### src/design/psq_pkg.sv
`timescale 1ns / 1ps
// ----------------------------------------------------------------------------
// psq_pkg
// Shared types, codes and the full-step coil table of the phase sequencer.
// ----------------------------------------------------------------------------
package psq_pkg;

    // Default width of the period accumulator, comparator and tick counter
    localparam int COUNT_BITS_DEF = 16;

    // Event codes
    localparam logic [1:0] OP_TICK   = 2'd0;
    localparam logic [1:0] OP_BYTE   = 2'd1;
    localparam logic [1:0] OP_BUTTON = 2'd2;

    // Serial characters of interest
    localparam logic [7:0] CHAR_CR   = 8'd13;
    localparam logic [7:0] CHAR_ZERO = 8'd48;
    localparam logic [7:0] CHAR_NINE = 8'd57;

    // Coil patterns, in step order
    localparam logic [5:0] COIL_A = 6'h20;
    localparam logic [5:0] COIL_B = 6'h01;
    localparam logic [5:0] COIL_C = 6'h04;
    localparam logic [5:0] COIL_D = 6'h08;

    typedef struct packed {
        logic [1:0] operation;
        logic [7:0] rx_byte;
    } cmd_t;

    typedef struct packed {
        logic [5:0] coil_pattern;
        logic       step_taken;
        logic       reverse_now;
    } res_t;

    function automatic logic [5:0] coil_lookup(input logic [1:0] idx);
        logic [5:0] pat;
        unique case (idx)
            2'd0:    pat = COIL_A;
            2'd1:    pat = COIL_B;
            2'd2:    pat = COIL_C;
            default: pat = COIL_D;
        endcase
        return pat;
    endfunction

endpackage

### src/design/psq_engine.sv
`timescale 1ns / 1ps
// ----------------------------------------------------------------------------
// psq_engine
// Sequencer state and its single-pass update for one event.
// ----------------------------------------------------------------------------
module psq_engine #(
    parameter int COUNT_BITS = psq_pkg::COUNT_BITS_DEF
) (
    input  logic           clk,
    input  logic           rst_n,
    input  logic           fire,
    input  psq_pkg::cmd_t  item,
    output psq_pkg::res_t  result
);

    localparam int PROD_BITS = COUNT_BITS + 4;

    logic [COUNT_BITS-1:0] digit_accum_reg,   digit_accum_next;
    logic [COUNT_BITS-1:0] compare_value_reg, compare_value_next;
    logic [COUNT_BITS-1:0] tick_count_reg,    tick_count_next;
    logic                  timer_on_reg,      timer_on_next;
    logic [1:0]            phase_index_reg,   phase_index_next;
    logic                  spin_reverse_reg,  spin_reverse_next;
    logic [5:0]            drive_pattern_reg, drive_pattern_next;

    logic                  is_digit;
    logic [3:0]            digit_val;
    logic [PROD_BITS-1:0]  accum_wide;
    logic [PROD_BITS-1:0]  accum_sum;
    logic [COUNT_BITS-1:0] accum_sat;
    logic                  stepped;

    assign is_digit   = (item.rx_byte >= psq_pkg::CHAR_ZERO) &&
                        (item.rx_byte <= psq_pkg::CHAR_NINE);
    assign digit_val  = 4'(item.rx_byte - psq_pkg::CHAR_ZERO);
    assign accum_wide = {4'b0000, digit_accum_reg};
    // accum * 10 as (accum << 3) + (accum << 1), plus the new digit
    assign accum_sum  = (accum_wide << 3) + (accum_wide << 1)
                      + {{(PROD_BITS-4){1'b0}}, digit_val};
    assign accum_sat  = (accum_sum[PROD_BITS-1:COUNT_BITS] != 4'b0000) ?
                        {COUNT_BITS{1'b1}} : accum_sum[COUNT_BITS-1:0];

    always_comb
    begin
        digit_accum_next   = digit_accum_reg;
        compare_value_next = compare_value_reg;
        tick_count_next    = tick_count_reg;
        timer_on_next      = timer_on_reg;
        phase_index_next   = phase_index_reg;
        spin_reverse_next  = spin_reverse_reg;
        drive_pattern_next = drive_pattern_reg;
        stepped            = 1'b0;
        unique case (item.operation)
            psq_pkg::OP_TICK:
            begin
                if (timer_on_reg)
                begin
                    if (tick_count_reg == compare_value_reg)
                    begin
                        stepped            = 1'b1;
                        tick_count_next    = '0;
                        drive_pattern_next = psq_pkg::coil_lookup(phase_index_reg);
                        phase_index_next   = spin_reverse_reg ? phase_index_reg - 2'd1
                                                              : phase_index_reg + 2'd1;
                    end
                    else
                    begin
                        tick_count_next = tick_count_reg + COUNT_BITS'(1);
                    end
                end
            end
            psq_pkg::OP_BYTE:
            begin
                if (is_digit)
                begin
                    digit_accum_next = accum_sat;
                end
                else if (item.rx_byte == psq_pkg::CHAR_CR)
                begin
                    // zero period wraps to all ones
                    compare_value_next = digit_accum_reg - COUNT_BITS'(1);
                    tick_count_next    = '0;
                    timer_on_next      = 1'b1;
                    digit_accum_next   = '0;
                end
            end
            psq_pkg::OP_BUTTON:
            begin
                spin_reverse_next = !spin_reverse_reg;
            end
            default:
            begin
                // spare code: no change
            end
        endcase
    end

    assign result.coil_pattern = drive_pattern_next;
    assign result.step_taken   = stepped;
    assign result.reverse_now  = spin_reverse_next;

    always_ff @(posedge clk or negedge rst_n)
    begin
        if (!rst_n)
        begin
            digit_accum_reg   <= '0;
            compare_value_reg <= '0;
            tick_count_reg    <= '0;
            timer_on_reg      <= 1'b0;
            phase_index_reg   <= 2'd0;
            spin_reverse_reg  <= 1'b0;
            drive_pattern_reg <= 6'd0;
        end
        else if (fire)
        begin
            digit_accum_reg   <= digit_accum_next;
            compare_value_reg <= compare_value_next;
            tick_count_reg    <= tick_count_next;
            timer_on_reg      <= timer_on_next;
            phase_index_reg   <= phase_index_next;
            spin_reverse_reg  <= spin_reverse_next;
            drive_pattern_reg <= drive_pattern_next;
        end
    end

`ifndef SYNTHESIS
    // counter restarts at zero and clears on match, so it never passes the comparator
    a_count_bounded: assert property (@(posedge clk) disable iff (!rst_n)
        tick_count_reg <= compare_value_reg)
        else $error("tick counter beyond comparator");
`endif

endmodule

### src/design/stepper_phase_sequencer_with_rate_entry_core.sv
`timescale 1ns / 1ps
// ----------------------------------------------------------------------------
// stepper_phase_sequencer_with_rate_entry_core
// Full-step stepper sequencer with a serial step-period entry.
// ----------------------------------------------------------------------------
// Usage:
//   cmd channel (cmd_valid / cmd_stall / cmd_data) carries one event per
//   transfer: a 1 ms tick, a received serial byte or a button press.
//   res channel (res_valid / res_stall / res_data) returns exactly one result
//   per event, in order: coil pattern held, step flag, direction.
//   Digits build the period in ticks; carriage return arms the timer with
//   period-1 and restarts the counter. Button presses flip direction.
// Path: an event transferred on cmd waits in the command register, is processed
//   as it moves into the result register and is offered on res from then on.
// Throughput: one event per cycle unless res stalls; the whole update is one
//   combinational pass through the engine between command and result registers.
// Stall: when res is stalled with a result waiting, the command register holds
//   its event and cmd_stall rises only if that register is occupied.
// Reset: all sequencer state clears (timer off, forward, pattern 0) and both
//   registers empty.
// ----------------------------------------------------------------------------
module stepper_phase_sequencer_with_rate_entry_core #(
    parameter int COUNT_BITS = psq_pkg::COUNT_BITS_DEF
) (
    input  logic          clk,
    input  logic          rst_n,
    input  logic          cmd_valid,
    output logic          cmd_stall,
    input  psq_pkg::cmd_t cmd_data,
    output logic          res_valid,
    input  logic          res_stall,
    output psq_pkg::res_t res_data
);

    logic          cmd_valid_reg, cmd_valid_next;
    psq_pkg::cmd_t cmd_item_reg;
    logic          res_valid_reg, res_valid_next;
    psq_pkg::res_t res_item_reg;

    logic          advance;    // command register moves into the result register
    logic          accept;     // cmd transfer this edge
    psq_pkg::res_t engine_res;

    assign advance   = cmd_valid_reg && (!res_valid_reg || !res_stall);
    assign cmd_stall = cmd_valid_reg && !advance;
    assign accept    = cmd_valid && !cmd_stall;

    psq_engine #(
        .COUNT_BITS (COUNT_BITS)
    ) u_engine (
        .clk    (clk),
        .rst_n  (rst_n),
        .fire   (advance),
        .item   (cmd_item_reg),
        .result (engine_res)
    );

    always_comb
    begin
        priority if (accept)
            cmd_valid_next = 1'b1;
        else if (advance)
            cmd_valid_next = 1'b0;
        else
            cmd_valid_next = cmd_valid_reg;

        priority if (advance)
            res_valid_next = 1'b1;
        else if (!res_stall)
            res_valid_next = 1'b0;
        else
            res_valid_next = res_valid_reg;
    end

    always_ff @(posedge clk or negedge rst_n)
    begin
        if (!rst_n)
        begin
            cmd_valid_reg <= 1'b0;
            res_valid_reg <= 1'b0;
        end
        else
        begin
            cmd_valid_reg <= cmd_valid_next;
            res_valid_reg <= res_valid_next;
        end
    end

    // payload registers: no reset
    always_ff @(posedge clk)
    begin
        if (accept)
        begin
            cmd_item_reg <= cmd_data;
        end
        if (advance)
        begin
            res_item_reg <= engine_res;
        end
    end

    assign res_valid = res_valid_reg;
    assign res_data  = res_item_reg;

`ifndef SYNTHESIS
    // a step always drives one of the table patterns
    a_step_has_pattern: assert property (@(posedge clk) disable iff (!rst_n)
        res_valid && res_data.step_taken |-> res_data.coil_pattern != 6'd0)
        else $error("step without coil pattern");

    a_pattern_onehot: assert property (@(posedge clk) disable iff (!rst_n)
        res_valid |-> $onehot0(res_data.coil_pattern))
        else $error("coil pattern not one-hot");

    // a stalled result keeps the queued command in place
    a_cmd_held: assert property (@(posedge clk) disable iff (!rst_n)
        cmd_valid_reg && res_valid && res_stall |=> cmd_valid_reg && $stable(cmd_item_reg))
        else $error("queued command lost under stall");

    a_stall_only_full: assert property (@(posedge clk) disable iff (!rst_n)
        cmd_stall |-> cmd_valid_reg && res_valid_reg)
        else $error("stall with free command register");
`endif

endmodule
### config.mk
export PLATFORM = sky130hd
export DESIGN_NAME = stepper_phase_sequencer_with_rate_entry_core
export DESIGN_NICKNAME = d
export VERILOG_FILES = /design/src/design/psq_pkg.sv /design/src/design/psq_engine.sv /design/src/design/stepper_phase_sequencer_with_rate_entry_core.sv
export SDC_FILE = /design/constraint.sdc
export NUM_CORES = 1
export LEC_CHECK = 0
export ABC_AREA = 0
export CORE_MARGIN = 2
export CORE_UTILIZATION = 51
export CTS_CLUSTER_DIAMETER = 200
export DETAILED_ROUTE_END_ITERATION = 10
export DONT_BUFFER_PORTS = 1
export PLACE_DENSITY = 0.66
export SYNTH_ARGS = -nofsm -noshare
export SYNTH_HDL_FRONTEND = slang
export SYNTH_HIERARCHICAL = 1
export SYNTH_SLANG_ARGS = --single-unit
### constraint.sdc
create_clock -name clk -period 3.6 [get_ports clk]
set_input_delay 1.08 -clock clk [delete_from_list [all_inputs] [get_ports clk]]
set_output_delay 1.08 -clock clk [all_outputs]
set_load 0.005 [all_outputs]
### Yosys cells after proc, flatten, opt, wreduce, memory -nomap -nowiden

Index checks and enable logic that the tools add are counted.

* output and inout bits: 10
* logic and storage cells: 73
* flip-flop bits (word level): 78
* input bits: 14

* eq/ne operators: 10
* reductions and logical operators: 21
* add/subtract/negate cells: 7
* $lt $le $gt $ge: 2
* mux-type cells: 18
* bitwise operators: 1

Operator list (number)
* 16-bit two-way mux: 6
* 16-bit one-hot mux with 2 select lines: 1
* 19-bit by 17-bit adder with 20-bit output: 1
* 20-bit by 4-bit adder with 20-bit output: 1
* 6-bit two-way mux: 3
* 6-bit one-hot mux with 3 select lines: 1
* 16-bit by 1-bit adder with 16-bit output (second input constant): 1
* 16-bit equality test: 1
* 16-bit by 1-bit subtractor with 16-bit output (second input constant): 1
* 8-bit by 4-bit equality test with 1-bit output (second input constant): 1
* 8-bit by 6-bit >= comparator with 1-bit output (second input constant): 1
* 8-bit by 6-bit <= comparator with 1-bit output (second input constant): 1
* 4-bit AND reduction: 2
* 1-bit two-way mux: 6
* 2-bit by 1-bit inequality test with 1-bit output (second input constant): 3
* 2-bit nonzero test: 3
* 1-bit logical NOT: 5
* 5-bit AND reduction: 1
* 2-bit by 1-bit equality test with 1-bit output (second input constant): 2
* 2-bit equality test (second input constant): 2
* 1-bit logical AND: 4
* 2-bit logical NOT: 2
* 4-bit nonzero test: 1
* 4-bit by 1-bit subtractor with 4-bit output (second input constant): 1
* 8 further kinds: 8

### Longest topological paths before layout

Gate-level depths: netlist of the first run.

* depth after elaboration: 8
* gate-level depth with buffers: 11
* gate-level depth less buffers: 10

### By module

The synthesis of the first run kept the hierarchy.

Modules (own cells, without submodules)
* psq_engine: times used 1, seq. area each 1451.4 um^2, area each 4156.5 um^2, cells an instance 455
* stepper_phase_sequencer_with_rate_entry_core: times used 1, seq. area each 590.6 um^2, area each 633.1 um^2, cells an instance 26

### Worst setup path before layout of the first run

Ideal clock, no wire load.

* path type: input to register
* start point: in res_stall
* end point: reg u_engine.digit_accum_reg[10]
* buffers on the path: 1
* setup time: 0.130 ns
* setup slack: 0.050 ns
* required time: 3.470 ns
* arrival time: 3.420 ns
* cell stages on the path: 8
* path through: a21boi_0 -> nand2b_1 -> nor2_1 -> o2111a_1 -> or4b_4 -> a32oi_4 -> buf_8 -> a31oi_1

* cells in the longest elaborated chain, start to end: 4

RTL lines
* start, declared: RTL line stepper_phase_sequencer_with_rate_entry_core.sv:31 `input logic res_stall,`
* 1-bit logical NOT
* 1-bit logical OR: RTL line stepper_phase_sequencer_with_rate_entry_core.sv:44 `assign advance = cmd_valid_reg && (!res_valid_reg || !res_stall);`
* 1-bit logical AND: RTL line stepper_phase_sequencer_with_rate_entry_core.sv:44
* 3-bit AND reduction (no source line)
* end signal, assigned: RTL line psq_engine.sv:116 `digit_accum_reg <= digit_accum_next;`
* end, declared: RTL line psq_engine.sv:18 `logic [COUNT_BITS-1:0] digit_accum_reg, digit_accum_next;`

No other way between the ends.
A chain may end at the register's enable or synchronous reset.

### Final worst setup path of the first run

* start point: reg cmd_item_reg[3] in the netlist's numbering
* end point: reg u_engine.digit_accum_reg[14]

* cells in the longest elaborated chain, start to end: 5
* elaborated cells between the ends (all ways): 11
* those cells by class: 2 x add/sub; 2 x order compare; 1 x eq/ne; 2 x mux; 4 x reduce/logical

RTL lines
* start, declared: RTL line stepper_phase_sequencer_with_rate_entry_core.sv:36 `psq_pkg::cmd_t cmd_item_reg;`
* start signal, assigned: RTL line stepper_phase_sequencer_with_rate_entry_core.sv:94 `cmd_item_reg <= cmd_data;`
* 4-bit by 1-bit subtractor with 4-bit output: RTL line psq_engine.sv:35 `assign digit_val = 4'(item.rx_byte - psq_pkg::CHAR_ZERO);`
* 20-bit by 4-bit adder with 20-bit output: RTL line psq_engine.sv:39 `+ {{(PROD_BITS-4){1'b0}}, digit_val};`
* 4-bit nonzero test: RTL line psq_engine.sv:40 `assign accum_sat = (accum_sum[PROD_BITS-1:COUNT_BITS] != 4'b0000) ?`
* 16-bit two-way mux: RTL line psq_engine.sv:40
* 16-bit two-way mux: RTL line psq_engine.sv:74 `if (is_digit)`

Several ways; a longest one is shown, not always the timed one.

==> impl_metrics.yaml, run 1 <==
yosys:
  synth_edf_count: 18
  syn_area_um2: 4790
  yosysUniqueCellTypes: 55
  netlist_instances: 481
  async_flop_share: 0.769
  yosysMostFrequentCell: "dfrtp_1"
  post_synth.cell_area_avg_um2: 9.96
  synth_top_area_share: 0.313
  synth-seq-cells: 78
  synth_ff_type: "dfrtp_1"
  yosys.area.top_type: "dfrtp_1"
  synthTopCellsByCount: "dfrtp_1, nand2_1, a21oi_1, o21ai_0"
  ys_warn_count: 6
  synth_seq_area_share: 0.426
  synth.area.top_cells: "dfrtp_1, edfxtp_1, ha_1"
  synthesis.nets: 534
layout:
  fin_nets: 534
  fill_cells: 796
  antennaDiodeCount: 0
  area_growth_pct: 6.45
  drive_gt1_frac: 0.0844
clocking:
  cts.hold.buffers_added: 0
  cts.sinks: 78
  htreeDepth: 3
  cts_tree: "done"
  clk_pin_slew_ns: 0.08
  cts_buffers: 9
  cts_max_path_buffers: 2
  cts.root.buffer_cell: "clkbuf_8"
  insertion_delay_ns: 0.35
placement:
  portBuffers: 0
  hpwl_um: 7140
  place_ws_ns: 0.210
  place_congestion: 0.839
floorplanning:
  coreArea_um2: 9200
  die_x_um: 101
  die_y_um: 101
  initial_core_util: 0.521
  die_area_um2: 10200
  num_rows: 35
  io_pins: 24
timing:
  worstMarginPinSlew_ns: 0.576
  report.final.hold_viol_count: 0
  finalSetupViolCount: 0
  max_slew_margin: 0.616
  finalClockSkew_ns: 0.0102
  max_freq_ghz: 0.300
  final.setup.worst_slack_ns: 0.266
  rsz0062_at_grt: "false"
  final_max_slew_viol_count: 0
  hold-worst-slack_ns: 0.417
  tns_ns: 0
  timing.final.crit_period_ns: 3.33
  period_share: 0.926
global_route:
  grt_pass1_wl_um: 16400
  grt_util_all_layers: 0.203
  antenna_found_initial: 0
  grt_pass1_vias: 3471
  grt_max_degree: 61
  overflow: 0
route:
  drc: 0
  drt-pass1-iter-count: 4
  route.vias.total: 3496
  first_iter_violations: 145
  via_per_inst: 5.86
  wire_per_inst_um: 16.2
  route.antenna.remaining_nets: 0
  drt_wl_total_um: 9650
power_and_ir_drop:
  clock_power_share: 0.272
  p_sw_frac: 0.329
  leakage_nw: 2.24
  finalPower_mw: 2.32
  p_per_area_nw_per_um2: 455
  ir_drop_mv: 0.238
  combPwrFrac: 0.272
  internal-power_mw: 1.56
  power.net_switching_mw: 0.763
  p_seq_frac: 0.456
run:
  maxCapViolCount: 0
worst_setup_path:
  critPathLaunchType: "flop"
  worstSetupPathType: "flop to flop"
  cp.required_ns: 3.82
  crit_fanout: 15
  crit_path_end_kind: "flop"
  worstPathArrival_ns: 3.55
run_status:
  outcome: "finished, final reports clean"
worst_hold_path:
  worstHoldPathType: "primary input to asynchronous set/reset pin"
[area by class of cell]
type / instances / area, um2 / area share
repair buffers: 6 / 57.6 / 0.0113
well taps: 111 / 139 / 0.0272
inverters: 14 / 52.6 / 0.0103
flip-flops and latches: 78 / 2040 / 0.400
multi-input cells: 372 / 2620 / 0.513
clock buffers: 10 / 128 / 0.0250
clock inverters: 6 / 62.6 / 0.0123
[final timing paths]
| kind | slack, ns | cells after the start | to | startpoint |
|---|---|---|---|---|
| setup / recovery | 0.27 | 10 | u_engine/digit_accum_reg[14]$_DFFE_PN0P_ | cmd_item_reg[3]$_DFFE_PP_ |
| hold / removal | 0.42 | 0 | u_engine/drive_pattern_reg[5]$_DFFE_PN0P_ | rst_n |
| setup reg to reg | 0.27 | 10 | u_engine/digit_accum_reg[14]$_DFFE_PN0P_ | cmd_item_reg[3]$_DFFE_PP_ |
| hold reg to reg | 0.50 | 1 | u_engine/drive_pattern_reg[4]$_DFFE_PN0P_ | u_engine/drive_pattern_reg[4]$_DFFE_PN0P_ |
| max in group asynchronous | 3.07 | 0 | u_engine/digit_accum_reg[5]$_DFFE_PN0P_ | rst_n |
| min in group clk | 0.50 | 1 | u_engine/drive_pattern_reg[4]$_DFFE_PN0P_ | u_engine/drive_pattern_reg[4]$_DFFE_PN0P_ |
[metal layers]
metal	GRT usage	vias to the layer above	part of all wire
met1	0.268	1667	0.48
li1	-	1760	-
met2	0.335	55	0.48
met4	0.0717	0	0.024
met5	0	-	0
met3	0.0381	14	0.023
[power by group through the flow]
stage	Combinational, mW	Clock, mW	Sequential [mW]
after global placement	0.609	0	1.07
after global routing	0.707	0.691	1.07
final	0.631	0.632	1.06
after CTS	0.626	0.659	1.06
after floorplan	0.508	0	1.05
after detailed placement	0.620	0	1.08
[per-stage QoR]
step	cells	cell area, um2	utilization
after global routing	597	5100	0.554
after global placement	580	4880	0.531
after CTS	596	5070	0.551
after floorplan	481	4790	-
after detailed placement	580	4880	0.531
final	597	5100	0.554
[cell families (layout without fill, tap and decap cells)]
logic type / count (synthesis) / count (layout) / share of synthesized area
buffers and inverters: 31 / 36 / 0.0287
XOR/XNOR: 44 / 44 / 0.0805
adder cells (fa/ha/maj): 39 / 39 / 0.105
AO/OA/AOI/OAI: 137 / 137 / 0.180
AND/OR/NAND/NOR: 141 / 141 / 0.154
multiplexers: 11 / 11 / 0.0253
flip-flops: 78 / 78 / 0.426
[worst max-delay path: stages, from the launching register on]
cell,delay [ns]
edfxtp_1,0.44
fa_1,0.58
inv_1,0.06
fa_1,0.44
nand2b_1,0.17
a21oi_1,0.27
o21ai_0,0.25
a221o_1,0.43
a32oi_4,0.27
buf_12,0.17
a31oi_1,0.10
[repair_timing]
action | CTS | global route
setup endpoints to repair | 0 | 16
buffers inserted | 0 | 1
resized for setup | 0 | 1
endpoints found under the hold margin | 0 | 0
[cells in the final DEF (no fill, tap or decap), types with 2 or more instances in the layout]
master / synthesis / routed
inv_1: 14 / 14
xor2_1: 7 / 7
nor2_1: 16 / 16
buf_4: 2 / 5
a21boi_0: 3 / 3
and2_1: 3 / 3
a31oi_1: 14 / 14
xnor2_1: 37 / 37
o21a_1: 2 / 2
fa_1: 2 / 2
ha_1: 37 / 37
clkinv_2: 0 / 3
a211oi_1: 2 / 2
o21bai_1: 2 / 2
a21o_2: 2 / 2
nor3_1: 16 / 16
mux2_2: 9 / 9
mux2i_1: 2 / 2
dfrtp_1: 60 / 60
a22o_1: 10 / 10
o211ai_1: 5 / 5
clkbuf_8: 0 / 9
nand2b_1: 8 / 8
nand2_1: 41 / 41
nand3_1: 8 / 8
edfxtp_1: 18 / 18
o2bb2ai_1: 2 / 2
and3_1: 13 / 13
nand4_1: 8 / 8
a21oi_1: 40 / 40
o21ai_0: 40 / 40
nor2b_1: 11 / 11
a21o_1: 7 / 7
or3_1: 2 / 2
nor4_1: 5 / 5
No activity file was read; power rests on OpenSTA's default activity.
==> inputs of run 2 (changes only) <==
- clock period: 3.6 -> 3.2 ns (I/O delays scaled with it)
==> run 2 against run 1 <==
Compared with the run above: setup slack got worse by 0.15 ns; total power up 15%; critical path depth is 1 lower; clock-buffer cell count is the same; combinational power rose by 17%; global-route usage grew 0.55 points; cell count rose by 1.7%; maximum frequency grew 8.1%; non-clock buffer count rose by 10; die area is the same; first-iteration DRC count shrank 23%; core utilization grew 0.94 points; critical path type unchanged.
==> impl_metrics.yaml, run 2 (synthesis results as in run 1) <==
worst_setup_path:
  worstPathCellList: "ha_1 > ha_1 > a21o_1 > o21bai_1 > a311o_1 > or4b_4 > a32oi_4 > buf_12 > a31oi_1"
  crit_fanout: 16
  cp.required_ns: 3.42
  critical-path-max-stage-delay_ns: 0.50
  critPathLaunchType: "flop"
  crit_top_cell: "ha_1"
  crit_family: "compound AO/OA/AOI/OAI gates"
  worstPathArrival_ns: 3.31
  crit_path_end_kind: "flop"
  slowest_stage: "or4b_4"
  cp.buffers_inverters: 1
  worstSetupPathType: "flop to flop"
clocking:
  insertion_delay_ns: 0.35
  cts_tree: "done"
  cts_buffers: 9
  clk_pin_slew_ns: 0.09
  cts_max_path_buffers: 2
  cts.root.buffer_cell: "clkbuf_8"
  cts.sinks: 78
  htreeDepth: 3
  cts.hold.buffers_added: 0
global_route:
  grt_max_degree: 61
  antenna_found_initial: 0
  grt_pass1_wl_um: 16900
  grt_util_all_layers: 0.209
  overflow: 0
  grt_pass1_vias: 3533
route:
  route.antenna.remaining_nets: 0
  first_iter_violations: 111
  drt_wl_total_um: 9920
  route.vias.total: 3577
  wire_per_inst_um: 16.3
  drc: 0
  via_per_inst: 5.89
  drt-pass1-iter-count: 4
worst_hold_path:
  worstHoldPathType: "primary input to asynchronous set/reset pin"
placement:
  hpwl_um: 7400
  place_congestion: 0.890
  dpl.cell_count: 590
  portBuffers: 0
layout:
  layout_common_cells: "dfrtp_1, nand2_1, a21oi_1, o21ai_0"
  layout_commonest_cell: "dfrtp_1"
  fin_nets: 544
  instances_no_fill: 607
  fin_util: 0.564
  drive_gt1_frac: 0.105
  area_growth_pct: 8.25
  antennaDiodeCount: 0
floorplanning:
  coreArea_um2: 9200
  initial_core_util: 0.521
  die_y_um: 101
  die_x_um: 101
  num_rows: 35
  io_pins: 24
  die_area_um2: 10200
timing:
  finalClockSkew_ns: 0.0123
  worstMarginPinSlew_ns: 0.575
  final_max_slew_viol_count: 0
  tns_ns: 0
  max_slew_margin: 0.611
  timing.final.crit_period_ns: 3.08
  report.final.hold_viol_count: 0
  period_share: 0.963
  max_freq_ghz: 0.324
  rsz0062_at_grt: "false"
  finalSetupViolCount: 0
power_and_ir_drop:
  p_per_area_nw_per_um2: 513
  leakage_nw: 2.29
  ir_drop_mv: 0.281
run_status:
  outcome: "finished, final reports clean"
run:
  maxCapViolCount: 0
## run 2: cell types whose count changed in the layout (fill, tap and decap cells not counted), moves of 2 or more
| cell | delta |
|---|---|
| clkinv_2 | -3 |
| buf_4 | +10 |
| inv_8 | +2 |
| inv_6 | +2 |
## run 2: layout make-up
cell class	instances	area [um2]
Clock inverter	6	56.3
Inverter	14	52.6
Sequential cell	78	2040
Clock buffer	10	149
Multi-Input combinational cell	372	2610
Fill cell	816	4010
Timing Repair Buffer	16	133
Tap cell	111	139
## run 2: where the power goes
| group | switching (mW) | internal, mW |
|---|---|---|
| sequential | 0.0841 | 1.09 |
| combinational | 0.419 | 0.322 |
| clock | 0.399 | 0.348 |
| total | 0.902 | 1.76 |
## run 2: stage by stage
step                total power [mW]  hold WS, ns  cell area [um2]  worst slack, ns
floorplan                       1.75        0.456             4790           0.0614
detailed placement              1.93        0.480             4970            0.115
global placement                1.91        0.473             4970            0.190
finish                          2.66        0.291             5180            0.117
CTS                             2.68        0.276             5170           0.0894
global route                    2.84        0.259             5180          0.00279
## run 2: what timing repair did
item | 4_1_cts | 5_1_grt
endpoints found under the setup margin | 0 | 16
resized for setup | 0 | 2
buffers inserted | 0 | 1
## run 2: path summary, 6_finish.rpt
check / startpoint / end / cells past startpoint / slack (ns)
hold reg to reg: u_engine/timer_on_reg$_DFFE_PN0P_ / u_engine/timer_on_reg$_DFFE_PN0P_ / 1 / 0.50
hold / removal: rst_n / u_engine/drive_pattern_reg[0]$_DFFE_PN0P_ / 0 / 0.29
setup / recovery: u_engine/digit_accum_reg[8]$_DFFE_PN0P_ / u_engine/digit_accum_reg[3]$_DFFE_PN0P_ / 9 / 0.12
min in group clk: u_engine/timer_on_reg$_DFFE_PN0P_ / u_engine/timer_on_reg$_DFFE_PN0P_ / 1 / 0.50
max in group asynchronous: rst_n / u_engine/digit_accum_reg[11]$_DFFE_PN0P_ / 0 / 2.79
setup reg to reg: u_engine/digit_accum_reg[8]$_DFFE_PN0P_ / u_engine/digit_accum_reg[3]$_DFFE_PN0P_ / 9 / 0.12
## run 2: routing by layer
metal  wire [um]  part of all wire  up-vias  track usage
met1        4700              0.47     1712        0.277
met5           0                 0        -            0
met2        4720              0.48       68        0.339
met4         295             0.030        0       0.0946
li1            -                 -     1777            -
met3         196             0.020       20       0.0298
